===== src/assert_macros.svh =====
// assertion macros shared by the rasterizer modules
`ifndef ASSERT_MACROS_SVH
`define ASSERT_MACROS_SVH

// antecedent implies consequent in the same cycle
`define ESR_ASSERT_IMP(lbl, clk, rst, ante, cons) \
   lbl: assert property (@(posedge clk) disable iff (rst) (ante) |-> (cons)) \
      else $error("esr assertion failed");

// antecedent implies consequent in the next cycle
`define ESR_ASSERT_NXT(lbl, clk, rst, ante, cons) \
   lbl: assert property (@(posedge clk) disable iff (rst) (ante) |=> (cons)) \
      else $error("esr assertion failed");

`endif


===== src/esr_pkg.sv =====
// types and constants for the edge span rasterizer
package esr_pkg;

   localparam int DEF_ROWS       = 160;
   localparam int DEF_COORD_BITS = 10;
   localparam int Y_BITS         = 8;
   localparam int CMD_BITS       = 2;

   typedef enum logic [CMD_BITS-1:0] {
      CMD_DRAW  = 2'd0,
      CMD_READ  = 2'd1,
      CMD_CLEAR = 2'd2,
      CMD_NOP   = 2'd3
   } cmd_type;

   typedef enum logic [2:0] {
      ST_IDLE,
      ST_DECODE,
      ST_DRAW_RD,
      ST_DRAW_WR,
      ST_READ_RD,
      ST_CLEAR,
      ST_RESP
   } state_type;

   typedef struct packed {
      logic load_req;
      logic rd_pix;
      logic merge_wr;
      logic rd_row;
      logic clr_row;
      logic load_rsp;
   } dp_cmd_type;

   typedef struct packed {
      cmd_type command;
      logic    seg_done;
      logic    rsp_full;
   } dp_sts_type;

endpackage


===== src/esr_ctrl.sv =====
// controller state machine sequencing draw, read, clear and no-op transactions
`include "assert_macros.svh"

module esr_ctrl (
   input  logic                  clock,
   input  logic                  reset,
   input  logic                  req_tvalid,
   output logic                  req_tready,
   input  logic                  rsp_tready,
   input  esr_pkg::dp_sts_type   dp_sts,
   output esr_pkg::dp_cmd_type   dp_cmd
);

   esr_pkg::state_type state_ff;
   esr_pkg::state_type state_in;

   always_ff @(posedge clock) begin
      if (reset) begin
         state_ff <= esr_pkg::ST_IDLE;
      end else begin
         state_ff <= state_in;
      end
   end

   always_comb begin
      state_in   = state_ff;
      dp_cmd     = '0;
      req_tready = 1'b0;
      case (state_ff)
         esr_pkg::ST_IDLE: begin
            req_tready = 1'b1;
            if (req_tvalid) begin
               dp_cmd.load_req = 1'b1;
               state_in        = esr_pkg::ST_DECODE;
            end
         end
         esr_pkg::ST_DECODE: begin
            case (dp_sts.command)
               esr_pkg::CMD_DRAW:  state_in = esr_pkg::ST_DRAW_RD;
               esr_pkg::CMD_READ:  state_in = esr_pkg::ST_READ_RD;
               esr_pkg::CMD_CLEAR: state_in = esr_pkg::ST_CLEAR;
               default:            state_in = esr_pkg::ST_RESP;
            endcase
         end
         esr_pkg::ST_DRAW_RD: begin
            dp_cmd.rd_pix = 1'b1;
            state_in      = esr_pkg::ST_DRAW_WR;
         end
         esr_pkg::ST_DRAW_WR: begin
            dp_cmd.merge_wr = 1'b1;
            if (dp_sts.seg_done) begin
               state_in = esr_pkg::ST_RESP;
            end else begin
               state_in = esr_pkg::ST_DRAW_RD;
            end
         end
         esr_pkg::ST_READ_RD: begin
            dp_cmd.rd_row = 1'b1;
            state_in      = esr_pkg::ST_RESP;
         end
         esr_pkg::ST_CLEAR: begin
            dp_cmd.clr_row = 1'b1;
            state_in       = esr_pkg::ST_RESP;
         end
         esr_pkg::ST_RESP: begin
            if (!dp_sts.rsp_full || rsp_tready) begin
               dp_cmd.load_rsp = 1'b1;
               state_in        = esr_pkg::ST_IDLE;
            end
         end
         default: begin
            state_in = esr_pkg::ST_IDLE;
         end
      endcase
   end

   `ESR_ASSERT_NXT(a_accept_decode, clock, reset, req_tvalid && req_tready, state_ff == esr_pkg::ST_DECODE)
   `ESR_ASSERT_NXT(a_walk_continues, clock, reset, (state_ff == esr_pkg::ST_DRAW_WR) && !dp_sts.seg_done, state_ff == esr_pkg::ST_DRAW_RD)

endmodule


===== src/esr_datapath.sv =====
// datapath: line walk registers, span table memory and result register
`include "assert_macros.svh"

module esr_datapath #(
   parameter int ROWS       = esr_pkg::DEF_ROWS,
   parameter int COORD_BITS = esr_pkg::DEF_COORD_BITS,
   parameter int REQ_W      = 48,
   parameter int RSP_W      = 24
) (
   input  logic                          clock,
   input  logic                          reset,
   input  logic [REQ_W-1:0]              req_tdata,
   input  logic [esr_pkg::CMD_BITS-1:0]  req_tuser,
   input  logic                          rsp_tready,
   output logic                          rsp_tvalid,
   output logic [RSP_W-1:0]              rsp_tdata,
   output logic                          rsp_tuser,
   input  esr_pkg::dp_cmd_type           dp_cmd,
   output esr_pkg::dp_sts_type           dp_sts
);

   localparam int C        = COORD_BITS;
   localparam int YB       = esr_pkg::Y_BITS;
   localparam int E        = COORD_BITS + 3;
   localparam int IDX_BITS = (ROWS > 1) ? $clog2(ROWS) : 1;
   localparam logic signed [C-1:0] EMPTY_LEFT  = {1'b0, {(C-1){1'b1}}};
   localparam logic signed [C-1:0] EMPTY_RIGHT = {1'b1, {(C-1){1'b0}}};
   localparam logic [YB:0]         ROWS_LIM    = (YB+1)'(ROWS);

   // request fields
   logic signed [C-1:0] in_start_x, in_end_x;
   logic [YB-1:0]       in_start_y, in_end_y, in_row;

   assign in_start_x = req_tdata[C-1:0];
   assign in_start_y = req_tdata[C+YB-1:C];
   assign in_end_x   = req_tdata[2*C+YB-1:C+YB];
   assign in_end_y   = req_tdata[2*C+2*YB-1:2*C+YB];
   assign in_row     = req_tdata[2*C+3*YB-1:2*C+2*YB];

   // walk state
   esr_pkg::cmd_type    cmd_ff;
   logic signed [C-1:0] x_ff, x_in, x_end_ff;
   logic [YB-1:0]       y_ff, y_in, y_end_ff, row_ff;
   logic signed [E-1:0] dx_ff, dy_ff, err_ff, err_in;
   logic                sx_ff, sy_ff;

   logic signed [E-1:0] sx_ext, ex_ext, xdiff, in_dx, in_dy, sy_ext, ey_ext;
   logic signed [E-1:0] e2, err_step;
   logic                step_x, step_y;

   assign sx_ext = {{3{in_start_x[C-1]}}, in_start_x};
   assign ex_ext = {{3{in_end_x[C-1]}}, in_end_x};
   assign xdiff  = ex_ext - sx_ext;
   assign in_dx  = xdiff[E-1] ? -xdiff : xdiff;
   assign sy_ext = {{(E-YB){1'b0}}, in_start_y};
   assign ey_ext = {{(E-YB){1'b0}}, in_end_y};
   assign in_dy  = (in_end_y > in_start_y) ? (sy_ext - ey_ext) : (ey_ext - sy_ext);

   assign e2       = err_ff <<< 1;
   assign step_x   = (e2 >= dy_ff);
   assign step_y   = (e2 <= dx_ff);
   assign err_step = err_ff + (step_x ? dy_ff : '0);
   assign err_in   = err_step + (step_y ? dx_ff : '0);
   assign x_in     = step_x ? (sx_ff ? x_ff + C'(1) : x_ff - C'(1)) : x_ff;
   assign y_in     = step_y ? (sy_ff ? y_ff + YB'(1) : y_ff - YB'(1)) : y_ff;

   always_ff @(posedge clock) begin
      if (dp_cmd.load_req) begin
         cmd_ff   <= esr_pkg::cmd_type'(req_tuser);
         x_ff     <= in_start_x;
         y_ff     <= in_start_y;
         x_end_ff <= in_end_x;
         y_end_ff <= in_end_y;
         row_ff   <= in_row;
         dx_ff    <= in_dx;
         dy_ff    <= in_dy;
         err_ff   <= in_dx + in_dy;
         sx_ff    <= (in_start_x < in_end_x);
         sy_ff    <= (in_start_y < in_end_y);
      end else if (dp_cmd.merge_wr) begin
         x_ff   <= x_in;
         y_ff   <= y_in;
         err_ff <= err_in;
      end
   end

   // span table
   logic [2*C-1:0]      mem [ROWS];
   logic [ROWS-1:0]     valid_ff;
   logic [2*C-1:0]      rd_data_ff;
   logic                rd_valid_ff;
   logic                pix_in_range, row_in_range;
   logic [IDX_BITS-1:0] pix_idx, row_idx;
   logic signed [C-1:0] base_left, base_right, new_left, new_right;

   assign pix_in_range = ({1'b0, y_ff} < ROWS_LIM);
   assign row_in_range = ({1'b0, row_ff} < ROWS_LIM);
   assign pix_idx      = IDX_BITS'(y_ff);
   assign row_idx      = IDX_BITS'(row_ff);

   assign base_left  = rd_valid_ff ? rd_data_ff[C-1:0]   : EMPTY_LEFT;
   assign base_right = rd_valid_ff ? rd_data_ff[2*C-1:C] : EMPTY_RIGHT;
   assign new_left   = (x_ff < base_left)  ? x_ff : base_left;
   assign new_right  = (x_ff > base_right) ? x_ff : base_right;

   always_ff @(posedge clock) begin
      if (dp_cmd.merge_wr && pix_in_range) begin
         mem[pix_idx] <= {new_right, new_left};
      end
      if (dp_cmd.rd_pix && pix_in_range) begin
         rd_data_ff <= mem[pix_idx];
      end else if (dp_cmd.rd_row && row_in_range) begin
         rd_data_ff <= mem[row_idx];
      end
   end

   always_ff @(posedge clock) begin
      if (reset) begin
         valid_ff    <= '0;
         rd_valid_ff <= 1'b0;
      end else begin
         if (dp_cmd.merge_wr && pix_in_range) begin
            valid_ff[pix_idx] <= 1'b1;
         end else if (dp_cmd.clr_row && row_in_range) begin
            valid_ff[row_idx] <= 1'b0;
         end
         if (dp_cmd.rd_pix) begin
            rd_valid_ff <= pix_in_range && valid_ff[pix_idx];
         end else if (dp_cmd.rd_row) begin
            rd_valid_ff <= row_in_range && valid_ff[row_idx];
         end
      end
   end

   // result register
   logic                rsp_valid_ff, rsp_valid_in;
   logic signed [C-1:0] rsp_left_ff, rsp_right_ff, res_left, res_right;
   logic                rsp_present_ff, res_hit;

   assign res_hit      = (cmd_ff == esr_pkg::CMD_READ) && row_in_range;
   assign res_left     = res_hit ? base_left  : '0;
   assign res_right    = res_hit ? base_right : '0;
   assign rsp_valid_in = dp_cmd.load_rsp || (rsp_valid_ff && !rsp_tready);

   always_ff @(posedge clock) begin
      if (reset) begin
         rsp_valid_ff <= 1'b0;
      end else begin
         rsp_valid_ff <= rsp_valid_in;
      end
   end

   always_ff @(posedge clock) begin
      if (dp_cmd.load_rsp) begin
         rsp_left_ff    <= res_left;
         rsp_right_ff   <= res_right;
         rsp_present_ff <= res_hit && (base_right > base_left);
      end
   end

   assign rsp_tvalid = rsp_valid_ff;
   assign rsp_tdata  = RSP_W'({rsp_right_ff, rsp_left_ff});
   assign rsp_tuser  = rsp_present_ff;

   assign dp_sts.command  = cmd_ff;
   assign dp_sts.seg_done = (x_ff == x_end_ff) && (y_ff == y_end_ff);
   assign dp_sts.rsp_full = rsp_valid_ff;

   `ESR_ASSERT_IMP(a_rsp_no_overwrite, clock, reset, dp_cmd.load_rsp, !rsp_valid_ff || rsp_tready)
   `ESR_ASSERT_IMP(a_merge_after_read, clock, reset, dp_cmd.merge_wr, $past(dp_cmd.rd_pix))

endmodule


===== src/edge_span_rasterizer_top.sv =====
// one transaction at a time; a draw costs one table read-modify-write per pixel,
// done as a pixel read state followed by a merge-write state
// a finished result waits in the output register while the next request is taken
// reset: synchronous, active high; clears control state and the per-row valid bits,
// so every row reads empty at once with no clearing pass
module edge_span_rasterizer_top #(
   parameter int ROWS       = esr_pkg::DEF_ROWS,
   parameter int COORD_BITS = esr_pkg::DEF_COORD_BITS
) (
   input  logic                                                clock,
   input  logic                                                reset,
   input  logic                                                req_tvalid,
   output logic                                                req_tready,
   // start_x, start_y, end_x, end_y, row, zero pad
   input  logic [((2*COORD_BITS+3*esr_pkg::Y_BITS+7)/8)*8-1:0] req_tdata,
   // command
   input  logic [esr_pkg::CMD_BITS-1:0]                        req_tuser,
   output logic                                                rsp_tvalid,
   input  logic                                                rsp_tready,
   // span_left, span_right, zero pad
   output logic [((2*COORD_BITS+7)/8)*8-1:0]                   rsp_tdata,
   // span_present
   output logic                                                rsp_tuser
);

   localparam int REQ_W = ((2*COORD_BITS+3*esr_pkg::Y_BITS+7)/8)*8;
   localparam int RSP_W = ((2*COORD_BITS+7)/8)*8;

   esr_pkg::dp_cmd_type dp_cmd;
   esr_pkg::dp_sts_type dp_sts;

   esr_ctrl u_ctrl (
      .clock      (clock),
      .reset      (reset),
      .req_tvalid (req_tvalid),
      .req_tready (req_tready),
      .rsp_tready (rsp_tready),
      .dp_sts     (dp_sts),
      .dp_cmd     (dp_cmd)
   );

   esr_datapath #(
      .ROWS       (ROWS),
      .COORD_BITS (COORD_BITS),
      .REQ_W      (REQ_W),
      .RSP_W      (RSP_W)
   ) u_datapath (
      .clock      (clock),
      .reset      (reset),
      .req_tdata  (req_tdata),
      .req_tuser  (req_tuser),
      .rsp_tready (rsp_tready),
      .rsp_tvalid (rsp_tvalid),
      .rsp_tdata  (rsp_tdata),
      .rsp_tuser  (rsp_tuser),
      .dp_cmd     (dp_cmd),
      .dp_sts     (dp_sts)
   );

endmodule


===== config.mk =====
export PLATFORM = sky130hd
export DESIGN_NAME = edge_span_rasterizer_top
export DESIGN_NICKNAME = d
export VERILOG_FILES = /design/src/esr_pkg.sv /design/src/esr_ctrl.sv /design/src/esr_datapath.sv /design/src/edge_span_rasterizer_top.sv
export VERILOG_INCLUDE_DIRS = /design/src /design/src/src
export SDC_FILE = /design/constraint.sdc
export NUM_CORES = 2
export LEC_CHECK = 0
export BUFFER_PORTS_ARGS = -buffer_cell sky130_fd_sc_hd__buf_2
export CORE_UTILIZATION = 64
export CTS_BUF_LIST = sky130_fd_sc_hd__clkbuf_2
export CTS_CLUSTER_DIAMETER = 80
export CTS_CLUSTER_SIZE = 25
export DETAILED_ROUTE_END_ITERATION = 12
export MAX_ROUTING_LAYER = met4
export PLACE_DENSITY_LB_ADDON = 0.05
export RECOVER_POWER = 50
export SYNTH_ARGS = -nofsm -noshare
export SYNTH_HDL_FRONTEND = slang
export SYNTH_SLANG_ARGS = --single-unit

===== constraint.sdc =====
create_clock -name clock -period 11.81 [get_ports clock]
set_clock_uncertainty 0.15 [all_clocks]
set_input_delay 0.5905 -clock clock [delete_from_list [all_inputs] [get_ports clock]]
set_output_delay 0.5905 -clock clock [all_outputs]
set_load 0.005 [all_outputs]

; After elaboration in Yosys (flattened, before gate mapping)
; Memories as Yosys holds them, arrays and structs flattened. A register that Yosys moved wholly into a read port is not among the register bits.
; Cells that the tools add are included.
[word_totals]
register_bits = 293
latch_bits = 0
mem_bits_rw = 3200
romBits = 0
input_bits = 54
output_inout_bits = 27
wordCells = 138
memories = 1
[memory_table]
columns = name, depth, word_bits, rd, rd_clocked_by_memory_dff, write_ports, line
row1 = u_datapath.mem, 160, 20, 2, 2, 1, esr_datapath.sv:88  ; logic [2*C-1:0] mem [ROWS];
[op_classes]
n_addsub = 11
n_mul = 0
div = 0
magnitude_cmp = 14
n_eq_ne = 12
shifts = 0
muxes = 50
n_bitwise = 3
n_reduce_logical = 28
[op_table]
columns = operator, n
row1 = 2-to-1 mux 160 bit, 2
row2 = AND 160 bit, 1
row3 = inverter 160 bit, 1
row4 = bitwise OR 160 bit, 1
row5 = 2-to-1 mux 10 bit, 8
row6 = 2-to-1 mux 13 bit, 6
row7 = 2-to-1 mux 8 bit, 6
row8 = 2-to-1 mux 20 bit, 2
row9 = adder 13 bit, 3
row10 = > comparator 10 bit, 2
row11 = less-than comparator 10 bit, 2
row12 = less-than comparator 8 x 9 -> 1 bit (second input constant), 2
row13 = one-hot mux 3 bit (6 select lines), 1
row14 = subtractor 8 x 8 -> 9 bit, 2
row15 = 2-to-1 mux 1 bit, 17
row16 = binary-select mux 1 bit (select 8 bit), 2
row17 = demux 1 bit (select 8 bit), 2
row18 = >= comparator 8 x 1 -> 1 bit (second input constant), 2
row19 = less-than comparator 8 bit (second input constant), 2
row20 = >= comparator 13 bit, 1
row21 = less-or-equal comparator 13 bit, 1
row22 = negator 13 bit, 1
row23 = logical AND 1 bit, 12
row24 = nonzero test 2 bit, 6
row25 = other kinds (24), 33

; Logic depth before layout (Yosys ltp)
[depth]
depth_word = 8
ltp_mapped = 22

; By module
; A second synthesis with hierarchy kept.
[hier_totals]
cells_unflattened = 7969
area_unflattened_um2 = 165468.7
[by_module_without_submodules]
columns = mod, n_inst, cells_per_inst, area_each_um2, seq_area_each_um2
row1 = esr_datapath, 1, 7938, 165203.4, 103349.1
row2 = esr_ctrl, 1, 31, 265.3, 60.1

; Least setup slack after synthesis
; OpenSTA, ideal clock, no wires.
[synth_timing]
path_type = flip-flop to flip-flop
from = register u_datapath.rd_valid_ff
to = memory u_datapath.mem[0][1] in the netlist's numbering, data pin
setup_ns = 1.445
arrival_time_ns = 8.007
setup_slack_ns = 2.209
stages_incl_launch_ff = 11
path_buffers = 3
period_less_slack_ns = 9.601
cell_sequence = dfxtp_1 -> clkbuf_1 -> clkbuf_1 -> nand2_1 -> ha_1 -> nand2b_1 -> nand3_1 -> a21oi_1 -> a21oi_1 -> clkbuf_1 -> o21ai_0
[synth_via]
elab_chain_len = 3
[synth_lines]
columns = element, line
row1 = "start, declared", esr_datapath.sv:91  ; logic rd_valid_ff;
row2 = "start signal, assigned", esr_datapath.sv:128  ; rd_valid_ff <= pix_in_range && valid_ff[pix_idx];
row3 = "start signal, assigned", esr_datapath.sv:130  ; rd_valid_ff <= row_in_range && valid_ff[row_idx];
row4 = 2-to-1 mux 10 bit *, esr_datapath.sv:101  ; assign base_left = rd_valid_ff ? rd_data_ff[C-1:0] : EMPTY_LEFT;
row5 = less-than comparator 10 bit, esr_datapath.sv:103  ; assign new_left = (x_ff < base_left) ? x_ff : base_left;
row6 = 2-to-1 mux 10 bit *, esr_datapath.sv:103
row7 = named net u_datapath.new_left[1], esr_datapath.sv:94  ; logic signed [C-1:0] base_left, base_right, new_left, new_right;
row8 = "end, declared", esr_datapath.sv:88
; Mark *: on every way through the listed nets, which the timed path passes. The rest lies on a longest branch.

; Final worst setup path
[layout_timing]
from = register u_datapath.rd_valid_ff
to = memory u_datapath.mem[31][8] in the netlist's numbering, data pin
; The elaborated chain is that of the path after synthesis.

==> results.md <==
- Status: finished with violations
- Violated checks: max-capacitance violations, max-slew violations
- Ranking of synthesized cells by area: sky130_fd_sc_hd__edfxtp_1 (61%), sky130_fd_sc_hd__mux4_2 (28%), sky130_fd_sc_hd__dfxtp_1 (2.2%), sky130_fd_sc_hd__mux2i_1 (1.0%), sky130_fd_sc_hd__nor2_1 (1.0%)
- Non-filler cells in the finished layout: 11,740
- Start point of the critical path: u_datapath.rd_valid_ff
- Die span in x: ~510 um
- Smallest setup slack after layout: roughly 3.0 ns
- DP HPWL: between 200 and 300 mm
- Mean post-synth cell area: 20.28 um2
- Final number of setup-violating endpoints: 0
- Total gr overflow: 0
- Count of state elements after synthesis: 3,504
- Height of the die: 509.5 um
- Number of buffers added on ports: 72
- Die area: 0.2596 mm2
- Clk Latency, worst-skew pair: 2.04 ns
- Total power per unit cell area: ~220 mW/mm2
- Yosys cell types: 72
- Pin count of the biggest net entering global routing: between 100 and 150
- H-tree depth reported by CTS: 4
- Share of the clock period used by the worst path: 0.7491
- Top Ports: 81
- Post-cts repair resize count: 0
- Antenna Nets Post-Route: 0
- Register-to-register setup slack: 2.96 ns
- Type of the worst setup path: flip-flop to flip-flop
- Placed cell count: around 11,000
- Yosys top cell area share: 0.6054
- Effective utilization at floorplan: 0.6462
- Antenna violations before repair: 26
- Max Clk Rate: 0.1130 GHz
- Maximum buffer depth of the clock tree: 3
- Sequential-to-total area share from yosys stat: 0.6274
- Remaining DRCs: 0
- Number of cell instances on the worst register-to-register path: 13
- Drt wl/cell: between 40 and 50 um
- Kind of end point of the critical path: flip-flop
- Required @ worst endpoint: 13.31 ns
- Final weighted congestion of routability-driven global placement: roughly 1.2
- HP Start: rsp_tready
- Post CTS Setup Buffer Count: 0
- Reported leakage power: 52.58 nW
- Overall Global Routing Usage: 0.3993
- Worst-case headroom to the max-slew limit: -2.100
- Core area: 0.2551 mm2
- Synthesis-to-finish area growth: 4.851%
- Number of flops mapped to enable cells by yosys: about 3,300
- Worst r2r src: u_datapath.rd_valid_ff
- Most instantiated flip-flop cell in the synthesis netlist: sky130_fd_sc_hd__edfxtp_1
- Final standard cell utilization of the core: 0.6775
- Tmin final: just under 9 ns
- Data arrival time of the critical path: about 10 ns
- Final hold violation count: 0
- Number of vias per cell: 7.884
- Syn Inst Count: 8,128
- Hold Path Cell Cnt: 6
- Cts bufs inserted: approximately 170
- Number of slew-limit violations in the final report: 3,560
- Total negative setup slack: 0 ns
- Number of buffers added to fix hold violations after cts: 158
- Post-synthesis cell type with the largest combined area: sky130_fd_sc_hd__edfxtp_1
- Setup crit start kind: flip-flop
- Clock Sinks: 3,504
- Synthesized cell area: 0.1648 mm2
- TritonCTS clock tree: built
- Total number of nets in the final design: between 8,000 and 9,000
- Via count of the first global-routing pass: 92,520
- Fraction of registers with async set or reset after synthesis: 0
- Clock root buffer: sky130_fd_sc_hd__clkbuf_2
- Number of warnings issued by yosys: 0
- Total via count after detailed routing: around 93,000
- Total detailed-routing wirelength: 493.2 mm
- First-iteration detailed-routing DRC count: 14,920
- Reg2reg end: u_datapath.mem[31][8]
- Placement row count: 185
- Global-route wire length before repair: between 600 and 700 mm
- Max-capacitance violation count: 159
- Clk slew on worst S/H paths: 0.47 ns
- Setup repair after global routing missed its margin: no
- Type of the tightest min-delay check: input port to flip-flop
- Peak fanout along the critical path: 78
- Worst-case setup slack after placement: 6.182 ns
- Maximum VDD drop: around 320 uV
- Worst-Margin Slew: 4.650 ns
- First-pass iteration count of the detailed router: 6
- Share of post-route cells with drive strength above 1: 0.3174
- Hold path endpoint: u_ctrl.state_ff[1]
registers in the layout (all words and copies together), names as in the netlist, named ones only:
signal / flops
u_datapath.sx_ff: 1
u_datapath.rd_data_ff: 20
u_datapath.dy_ff: 9
u_datapath.rsp_tvalid: 1
u_datapath.x_end_ff: 10
u_datapath.rsp_left_ff: 10
u_datapath.y_end_ff: 8
u_datapath.valid_ff: 160
u_datapath.rd_valid_ff: 1
u_ctrl.state_ff: 3
u_datapath.dx_ff: 13
u_datapath.rsp_tuser: 1
u_datapath.mem: 3200
u_datapath.pix_idx: 8
u_datapath.x_ff: 10
u_datapath.rsp_right_ff: 10
u_datapath.err_ff: 12
u_datapath.row_ff: 8
u_datapath.sy_ff: 1
u_datapath.cmd_ff: 2
kinds of logic after synthesis:
kind of cell,count (synthesis),share of synthesized area
AOI/OAI and AO/OA,622,0.02544
other,1,0.00002275
DFF,3504,0.6274
muxes,2234,0.2912
adders and majority gates,137,0.01122
and+or+nand+nor,823,0.02157
xor gates and xnor gates,75,0.003985
buffers and inverters,732,0.01912
layout by cell type, fill, tap and decap left out, types with 20 or more instances in the layout:
| cell type | instances |
|---|---|
| sky130_fd_sc_hd__edfxtp_1 | 3323 |
| sky130_fd_sc_hd__mux4_2 | 2048 |
| sky130_fd_sc_hd__nor2_1 | 392 |
| sky130_fd_sc_hd__clkbuf_2 | 201 |
| sky130_fd_sc_hd__a211oi_1 | 181 |
| sky130_fd_sc_hd__nand2_1 | 172 |
| sky130_fd_sc_hd__clkbuf_1 | 170 |
| sky130_fd_sc_hd__dfxtp_1 | 169 |
| sky130_fd_sc_hd__buf_4 | 169 |
| sky130_fd_sc_hd__mux2i_1 | 162 |
| sky130_fd_sc_hd__dlygate4sd3_1 | 156 |
| sky130_fd_sc_hd__inv_1 | 126 |
| sky130_fd_sc_hd__ha_1 | 119 |
| sky130_fd_sc_hd__o21ai_0 | 80 |
| sky130_fd_sc_hd__a21oi_1 | 76 |
| sky130_fd_sc_hd__a22oi_1 | 75 |
| sky130_fd_sc_hd__o22ai_1 | 65 |
| sky130_fd_sc_hd__xnor2_1 | 49 |
| sky130_fd_sc_hd__buf_2 | 38 |
| sky130_fd_sc_hd__nor2b_1 | 37 |
| sky130_fd_sc_hd__nand3_1 | 35 |
| sky130_fd_sc_hd__nor2_2 | 32 |
| sky130_fd_sc_hd__a21o_1 | 27 |
| sky130_fd_sc_hd__diode_2 | 26 |
| sky130_fd_sc_hd__xor2_1 | 26 |
| sky130_fd_sc_hd__nor4_1 | 26 |
| sky130_fd_sc_hd__nor3_1 | 23 |
| sky130_fd_sc_hd__nor2_4 | 22 |
| sky130_fd_sc_hd__nand2b_1 | 20 |
synth_stat cells (18+ instances only):
cell                          n
sky130_fd_sc_hd__nor4_1      27
sky130_fd_sc_hd__a21o_1      27
sky130_fd_sc_hd__xnor2_1     49
sky130_fd_sc_hd__mux4_2    2048
sky130_fd_sc_hd__o22ai_1     65
sky130_fd_sc_hd__a22oi_1     75
sky130_fd_sc_hd__ha_1       119
sky130_fd_sc_hd__mux2i_1    172
sky130_fd_sc_hd__buf_1       63
sky130_fd_sc_hd__nand2b_1    20
sky130_fd_sc_hd__fa_1        18
sky130_fd_sc_hd__nor2b_1     39
sky130_fd_sc_hd__nand2_1    173
sky130_fd_sc_hd__a211oi_1   181
sky130_fd_sc_hd__buf_2      197
sky130_fd_sc_hd__nor2_1     446
sky130_fd_sc_hd__clkbuf_1   312
sky130_fd_sc_hd__o21ai_0     91
sky130_fd_sc_hd__inv_1      126
sky130_fd_sc_hd__nor3_1      31
sky130_fd_sc_hd__a21oi_1     78
sky130_fd_sc_hd__xor2_1      26
sky130_fd_sc_hd__buf_4       22
sky130_fd_sc_hd__nand3_1     36
sky130_fd_sc_hd__edfxtp_1  3323
sky130_fd_sc_hd__dfxtp_1    181
per-layer routing:
layer	GRT usage	up-vias	wire length, um
li1	-	35220	-
met1	0.5276	49400	169200
met2	0.5866	6776	229900
met3	0.09300	1153	60960
met4	0.2123	0	33140
met5	-	-	0
power by group:
part           switching [mW]  internal [mW]  leakage [nW]  total [mW]
clock                    3.69          0.723          1.16        4.41
combinational            10.2           5.87          20.0        16.0
sequential              0.375           16.7          31.4        17.0
total                    14.2           23.3          52.6        37.5
worst max-delay path: stages, from the launching register on:
cell and delay [ns]:
sky130_fd_sc_hd__dfxtp_1 0.40, sky130_fd_sc_hd__clkbuf_1 0.84, sky130_fd_sc_hd__nor2b_1 0.59, sky130_fd_sc_hd__ha_1 0.20
sky130_fd_sc_hd__a21boi_0 0.18, sky130_fd_sc_hd__o21a_1 0.13, sky130_fd_sc_hd__o21a_1 0.10, sky130_fd_sc_hd__o2111ai_1 0.11
sky130_fd_sc_hd__a21oi_1 0.19, sky130_fd_sc_hd__a21oi_2 0.05, sky130_fd_sc_hd__clkbuf_1 0.52, sky130_fd_sc_hd__o21ai_0 3.20
sky130_fd_sc_hd__buf_4 0.93, sky130_fd_sc_hd__buf_4 0.72
how the worst max path moves through the flow:
stage | cells past startpoint | to | slack [ns]
after floorplan | 10 | u_datapath.mem[0][1] | 2.21
after global placement | 9 | u_datapath.rd_data_ff[12] | 6.20
after detailed placement | 9 | u_datapath.rd_data_ff[12] | 6.18
after CTS | 9 | u_datapath.rd_data_ff[12] | 6.22
after global routing | 13 | u_datapath.mem[31][8] | 3.15
final | 13 | u_datapath.mem[31][8] | 2.96
stage by stage:
stage	hold WS, ns	cell area [um2]	power (mW)
2_1_floorplan	0.3019	164800	27.78
3_3_place_gp	0.3157	170400	32.59
3_5_place_dp	0.3194	170400	32.98
4_1_cts	0.03128	173700	37.23
5_1_grt	0.04055	172800	38.42
6_report	0.1963	172800	37.49
final cells by class:
type / instances / area [um2]
Inverter: 128 / 481.7
Multi-Input combinational cell: 3897 / 58810
Clock buffer: 200 / 1001
Tap cell: 3366 / 4212
Timing Repair Buffer: 555 / 4081
Sequential cell: 3504 / 103500
Fill cell: 16340 / 82270
Antenna cell: 26 / 65.06
Clock inverter: 63 / 716.9
Note: power is estimated with default switching activity, not from simulation.
